## config.mk

```make
export PLATFORM = sky130hd
export DESIGN_NAME = running_set_median_core
export DESIGN_NICKNAME = d
export VERILOG_FILES = /design/src/rtl/rsm_pkg.sv /design/src/rtl/running_set_median_core.sv
export SDC_FILE = /design/constraint.sdc
export NUM_CORES = 2
export LEC_CHECK = 0
export CAP_MARGIN = 5
export CORE_AREA = 2 2 386 388
export CTS_CLUSTER_SIZE = 28
export DETAILED_ROUTE_END_ITERATION = 12
export DIE_AREA = 0 0 388 390
export DONT_BUFFER_PORTS = 1
export PLACE_DENSITY = 0.66
export SLEW_MARGIN = 40
export SYNTH_ARGS = -nofsm -noshare
export SYNTH_HDL_FRONTEND = slang
export SYNTH_SLANG_ARGS = --single-unit
```

## constraint.sdc

```tcl
create_clock -name clk -period 5.75 [get_ports clk]
set_clock_uncertainty 0.15 [all_clocks]
set_input_delay 0.8625 -clock clk [delete_from_list [all_inputs] [get_ports clk]]
set_output_delay 0.8625 -clock clk [all_outputs]
set_load 0.05 [all_outputs]
```

## src/rtl/rsm_pkg.sv

```systemverilog
// Package for the running set median core: sizes and the beat types of both channels.
// Has no dependencies. It is used by the core and by its checker.
package rsm_pkg;

    localparam int CAPACITY   = 64;
    localparam int PRICE_BITS = 24;
    localparam int COUNT_BITS = 7;
    localparam int MEDIAN_W   = PRICE_BITS + 1;
    localparam int ADDR_W     = (CAPACITY > 1) ? $clog2(CAPACITY) : 1;
    localparam int FILL_W     = $clog2(CAPACITY + 1);

    typedef struct packed {
        logic signed [PRICE_BITS-1:0] price;
        logic                         last;
    } sample_t;

    typedef struct packed {
        logic signed [MEDIAN_W-1:0] median;
        logic [COUNT_BITS-1:0]      count;
        logic                       overflow;
    } result_t;

endpackage

```

## src/rtl/running_set_median_core.sv

```systemverilog
// Running set median core: sorted insertion into a store with one read and one write port, then median pick.
// Depends on rsm_pkg for sizes and beat types.
//
//  channel  | direction | handshake            | payload
//  ---------+-----------+----------------------+----------------------------------
//  sample   | in        | sample_valid/_stall  | rsm_pkg::sample_t (price, last)
//  result   | out       | result_valid/_stall  | rsm_pkg::result_t (median, count, overflow)
//
// A sample is compared with the stored entries from the top down, one compare and one
// store access per cycle, each larger entry moving up one place until the sample is
// written; the first sample is written at once and a dropped sample is not stored. A last
// sample then reads the middle entries through the same store port and loads the output register.
// Reset clears the fill count, drop flag and sequencer; the store itself is not cleared.
// A stalled result holds in the output register while the next set streams in.
module running_set_median_core
(
    input  logic             clk,
    input  logic             rst_n,
    input  logic             sample_valid,
    output logic             sample_stall,
    input  rsm_pkg::sample_t sample,
    output logic             result_valid,
    input  logic             result_stall,
    output rsm_pkg::result_t result
);

    localparam logic [2:0] S_IDLE = 3'd0;
    localparam logic [2:0] S_CMP  = 3'd1;
    localparam logic [2:0] S_PUT  = 3'd2;
    localparam logic [2:0] S_M0   = 3'd3;
    localparam logic [2:0] S_M1   = 3'd4;
    localparam logic [2:0] S_M2   = 3'd5;
    localparam logic [2:0] S_OUT  = 3'd6;

    logic [rsm_pkg::PRICE_BITS-1:0] mem [rsm_pkg::CAPACITY];

    logic [2:0] state_reg, state_next;
    logic [rsm_pkg::FILL_W-1:0] fill_reg, fill_next;
    logic dropped_reg, dropped_next;
    logic [rsm_pkg::ADDR_W-1:0] pos_reg, pos_next;
    logic signed [rsm_pkg::PRICE_BITS-1:0] x_reg, x_next;
    logic last_reg, last_next;
    logic signed [rsm_pkg::PRICE_BITS-1:0] acc_reg, acc_next;
    logic signed [rsm_pkg::MEDIAN_W-1:0] med_reg, med_next;
    logic signed [rsm_pkg::PRICE_BITS-1:0] rdata_reg;
    logic out_valid_reg, out_valid_next;
    rsm_pkg::result_t out_reg, out_next;

    logic wr_en;
    logic [rsm_pkg::ADDR_W-1:0] wr_addr;
    logic [rsm_pkg::PRICE_BITS-1:0] wr_data;
    logic rd_en;
    logic [rsm_pkg::ADDR_W-1:0] rd_addr;
    logic [rsm_pkg::FILL_W-1:0] half;
    logic accept;

    assign accept       = sample_valid && (state_reg == S_IDLE);
    assign sample_stall = (state_reg != S_IDLE);
    assign result_valid = out_valid_reg;
    assign result       = out_reg;
    assign half         = fill_reg >> 1;

    always_ff @(posedge clk)
    begin
        if (wr_en)
        begin
            mem[wr_addr] <= wr_data;
        end
        if (rd_en)
        begin
            rdata_reg <= mem[rd_addr];
        end
    end

    always_comb
    begin
        state_next     = state_reg;
        fill_next      = fill_reg;
        dropped_next   = dropped_reg;
        pos_next       = pos_reg;
        x_next         = x_reg;
        last_next      = last_reg;
        acc_next       = acc_reg;
        med_next       = med_reg;
        out_next       = out_reg;
        out_valid_next = out_valid_reg && result_stall;
        wr_en          = 1'b0;
        wr_addr        = pos_reg;
        wr_data        = x_reg;
        rd_en          = 1'b0;
        rd_addr        = rsm_pkg::ADDR_W'(pos_reg - rsm_pkg::ADDR_W'(2));

        unique case (state_reg)
            S_IDLE:
            begin
                if (accept)
                begin
                    x_next    = sample.price;
                    last_next = sample.last;
                    if (fill_reg == rsm_pkg::FILL_W'(rsm_pkg::CAPACITY))
                    begin
                        dropped_next = 1'b1;
                        state_next   = sample.last ? S_M0 : S_IDLE;
                    end
                    else if (fill_reg == '0)
                    begin
                        wr_en      = 1'b1;
                        wr_addr    = '0;
                        wr_data    = sample.price;
                        fill_next  = fill_reg + 1'b1;
                        state_next = sample.last ? S_M0 : S_IDLE;
                    end
                    else
                    begin
                        rd_en      = 1'b1;
                        rd_addr    = rsm_pkg::ADDR_W'(fill_reg - 1'b1);
                        pos_next   = rsm_pkg::ADDR_W'(fill_reg);
                        state_next = S_CMP;
                    end
                end
            end
            S_CMP:
            begin
                wr_en = 1'b1;
                if (rdata_reg > x_reg)
                begin
                    wr_data  = rdata_reg;
                    pos_next = pos_reg - 1'b1;
                    if (pos_reg == rsm_pkg::ADDR_W'(1))
                    begin
                        state_next = S_PUT;
                    end
                    else
                    begin
                        rd_en = 1'b1;
                    end
                end
                else
                begin
                    fill_next  = fill_reg + 1'b1;
                    state_next = last_reg ? S_M0 : S_IDLE;
                end
            end
            S_PUT:
            begin
                wr_en      = 1'b1;
                fill_next  = fill_reg + 1'b1;
                state_next = last_reg ? S_M0 : S_IDLE;
            end
            S_M0:
            begin
                rd_en      = 1'b1;
                rd_addr    = fill_reg[0] ? rsm_pkg::ADDR_W'(half)
                                         : rsm_pkg::ADDR_W'(half - 1'b1);
                state_next = S_M1;
            end
            S_M1:
            begin
                acc_next = rdata_reg;
                if (fill_reg[0])
                begin
                    med_next   = {rdata_reg, 1'b0};
                    state_next = S_OUT;
                end
                else
                begin
                    rd_en      = 1'b1;
                    rd_addr    = rsm_pkg::ADDR_W'(half);
                    state_next = S_M2;
                end
            end
            S_M2:
            begin
                med_next   = rsm_pkg::MEDIAN_W'(acc_reg) + rsm_pkg::MEDIAN_W'(rdata_reg);
                state_next = S_OUT;
            end
            S_OUT:
            begin
                if (!out_valid_reg || !result_stall)
                begin
                    out_next.median   = med_reg;
                    out_next.count    = rsm_pkg::COUNT_BITS'(fill_reg);
                    out_next.overflow = dropped_reg;
                    out_valid_next    = 1'b1;
                    fill_next         = '0;
                    dropped_next      = 1'b0;
                    state_next        = S_IDLE;
                end
            end
            default:
            begin
                state_next = S_IDLE;
            end
        endcase
    end

    always_ff @(posedge clk or negedge rst_n)
    begin
        if (!rst_n)
        begin
            state_reg     <= S_IDLE;
            fill_reg      <= '0;
            dropped_reg   <= 1'b0;
            out_valid_reg <= 1'b0;
        end
        else
        begin
            state_reg     <= state_next;
            fill_reg      <= fill_next;
            dropped_reg   <= dropped_next;
            out_valid_reg <= out_valid_next;
        end
    end

    always_ff @(posedge clk)
    begin
        pos_reg  <= pos_next;
        x_reg    <= x_next;
        last_reg <= last_next;
        acc_reg  <= acc_next;
        med_reg  <= med_next;
        out_reg  <= out_next;
    end

endmodule

```

==> results.py <==
metrics = {
    "placement": {
        "post-dp-hpwl_mm": 99.9,
        "place_congestion": 0.875,
        "dpl_cell_area_sq_um": 70600,
        "port_buffers": 0,
    },
    "yosys": {
        "ys_warn_count": 0,
        "synth_cells": 4209,
        "synth_cell_type_count": 72,
        "ys_top_cells_by_area": "edfxtp_1, mux2i_1, mux4_2",
        "synth_edf_count": 1673,
        "synth_area_sq_um": 67200,
        "synth_fp_nets": 4296,
        "async_flop_share_pct": 0.712,
        "synth_top_area_share_pct": 74.8,
        "synth_compound_area_share_pct": 7.77,
        "synthMuxAreaShare_pct": 7.38,
        "postSynthAreaPerCell_sq_um": 16.0,
        "synth-adder-area-share_pct": 1.09,
        "ys_seq_elements": 1685,
        "yosysSeqAreaShare_pct": 75.2,
        "synthSimpleGateAreaFrac_pct": 6.34,
        "synth-xor-area-share_pct": 0.391,
        "synth_top_family_by_area": "compound AO/OA/AOI/OAI gates",
        "synth_flop_cell": "edfxtp_1",
        "synth_largest_area_cell": "edfxtp_1",
    },
    "clocking": {
        "clkLatencyLatePin_ns": 0.80,
        "htree_levels": 4,
        "cts_sinks": 1685,
        "cts-root-buf": "clkbuf_16",
        "post-cts-setup-buffers": 0,
        "cts_buffers": 161,
        "clockBufferDepth": 3,
        "clk_pin_slew_ns": 0.06,
        "cts_tree": "yes",
    },
    "cells_and_area": {
        "finalInstanceArea_sq_um": 76000,
        "nFillCells": 11700,
        "drive_gt1_share_pct": 13.6,
        "largest_reg_flops": 1536,
        "area_growth_pct": 13.1,
        "nNetsFinal": 4393,
        "fin_util_pct": 51.7,
    },
    "worst_setup_path": {
        "start_kind": "flip-flop",
        "path_class": "flip-flop to flip-flop",
        "worstPathRequired_ns": 6.11,
        "crit_arrival_ns": 5.39,
        "cp_max_fo": 24,
        "ff2ff_setup_slack_ns": 0.72,
        "end_kind": "flip-flop",
    },
    "grt": {
        "antenna_found_initial": 6,
        "use_met1_pct": 33.9,
        "grt_use_met2_pct": 38.2,
        "grt_pass1_wl_mm": 268,
        "gr-usage-all-layers_pct": 24.7,
        "grt_max_degree": 144,
        "grt_use_met3_pct": 5.45,
        "grt-ovfl-total": 0,
        "grt_pass1_vias": 37500,
        "grt-busiest-layer": "met2",
    },
    "floorplanning": {
        "fp.dieW_microns": 388,
        "die_area_sq_um": 151000,
        "die_y_microns": 390,
        "ios": 64,
        "num_rows": 141,
        "start_util_pct": 45.7,
        "core_sq_um": 147000,
    },
    "worst_hold_path": {
        "min_path_type": "input port to flip-flop",
    },
    "timing": {
        "tightest_slew_ns": 1.02,
        "fin_crit_ns": 5.03,
        "maxSlewHeadroom_pct": 32.0,
        "finalSetupTns_ns": 0,
        "finalHoldViolations": 0,
        "fmax_ghz": 0.199,
        "setup_viol_count_final": 0,
        "rsz0062_at_grt": "no",
        "fin_crit_sh_pct": 87.5,
        "slew_viol_final": 0,
    },
    "drt": {
        "wl_per_cell_microns": 29.5,
        "drtAntennaViolNets": 0,
        "via_per_inst": 6.24,
        "dr.pass1.iters": 6,
        "post-route-drc-count": 0,
        "routed_wirelength_mm": 188,
        "drt_iter0_markers": 5828,
        "vias": 39800,
    },
    "flow_run": {
        "max_cap_violations": 0,
    },
    "status": {
        "outcome": "complete, no violations",
    },
}
[cells by family after synthesis]
kind of cell             Yosys count
AND/OR/NAND/NOR                  982
multiplexers                     370
AO/OA/AOI/OAI                    788
XOR/XNOR                          30
flip-flops                      1685
adder cells (fa/ha/maj)           58
buffers and inverters            296
[layer usage]
| metal | wire length [microns] | share of wire, % |
|---|---|---|
| met1 | 72300 | 38 |
| met2 | 86400 | 46 |
| met3 | 21100 | 11 |
| met4 | 8330 | 4.4 |
| met5 | 11 | 0.0058 |
[timing repair]
item                      CTS  global route
hold buffers               26             0
gates resized for setup     0             0
hold endpoints to repair   37             0
[worst max-delay path, cell delays in order (launching register included)]
cell      delay, ns
dfrtp_1        0.63
or4b_1         0.75
a21oi_2        0.27
mux2i_1        0.50
nand2_1        0.19
nand2_1        0.09
buf_4          0.48
a221oi_1       0.11
nor4_1         0.59
buf_4          0.25
o211ai_1       0.19
or3_1          0.51
[final timing paths]
| check | from | endpoint | cells after the start |
|---|---|---|---|
| worst max-delay path | state_reg[1]$_DFFE_PN0P_ | rdata_reg[0]$_DFFE_PP_ | 11 |
| worst min-delay path | result_stall | result_valid$_DFF_PN0_ | 2 |
| worst max register to register | state_reg[1]$_DFFE_PN0P_ | rdata_reg[0]$_DFFE_PP_ | 11 |
| worst min register to register | med_reg[9]$_DFFE_PP_ | result[17]$_DFFE_PP_ | 0 |
| max in group asynchronous | rst_n | fill_reg[0]$_DFFE_PN0P_ | 1 |
| min in group asynchronous | rst_n | fill_reg[5]$_DFFE_PN0P_ | 1 |
[placed cells by master, fill, tap and decap left out, types with 43 or more instances in the layout]
master / n
nand2_1: 573
inv_1: 43
edfxtp_1: 1673
a31oi_1: 51
a22oi_1: 78
mux4_2: 100
nand3_1: 105
nor2_2: 59
clkbuf_16: 164
buf_4: 127
a21oi_1: 289
ha_1: 57
o22ai_1: 50
clkbuf_1: 44
a221oi_1: 95
o21ai_0: 53
nor2_1: 45
nor3_1: 63
mux2i_1: 268
[through the flow]
step           worst slack [ns]  instances  hold WS (ns)
5_1_grt                   0.595       6367         0.109
6_report                  0.717       6373         0.115
3_5_place_dp              0.777       6046         0.255
3_3_place_gp              0.844       6044         0.251
4_1_cts                   0.818       6365        0.0604
2_1_floorplan             0.718       4209         0.250
[final cells by class]
| cell class | count | area, sq um | area share (%) |
|---|---|---|---|
| clock buffer | 208 | 4270 | 5.62 |
| sequential | 1685 | 50500 | 66.5 |
| antenna | 7 | 17.5 | 0.0230 |
| clock inverter | 85 | 790 | 1.04 |
| inverter | 44 | 165 | 0.217 |
| tap | 1930 | 2410 | 3.18 |
| timing repair buffer | 186 | 1880 | 2.47 |
| multi-input combinational | 2228 | 15900 | 21.0 |
[synth_stat cells, types with 9 or more instances]
| cell | number |
|---|---|
| clkbuf_1 | 155 |
| a22oi_1 | 78 |
| a31oi_1 | 52 |
| mux4_2 | 100 |
| buf_2 | 66 |
| o22a_1 | 24 |
| o211ai_1 | 30 |
| a32oi_1 | 24 |
| nand4_1 | 14 |
| inv_1 | 43 |
| mux2i_1 | 268 |
| xor2_1 | 16 |
| or3_1 | 27 |
| nand3_1 | 106 |
| a221o_1 | 25 |
| buf_1 | 23 |
| xnor2_1 | 14 |
| o22ai_1 | 50 |
| a21oi_1 | 293 |
| a221oi_1 | 95 |
| nor3_1 | 70 |
| nand2_1 | 576 |
| nor2b_1 | 13 |
| nor2_1 | 108 |
| o21ai_0 | 53 |
| dfrtp_1 | 12 |
| nand2b_1 | 9 |
| edfxtp_1 | 1673 |
| ha_1 | 57 |
| a21o_1 | 20 |
| nor4_1 | 26 |
Power is left out: the tool's default activity adds up to more than one toggle a clock period on the data nets, which glitch-free logic cannot reach.
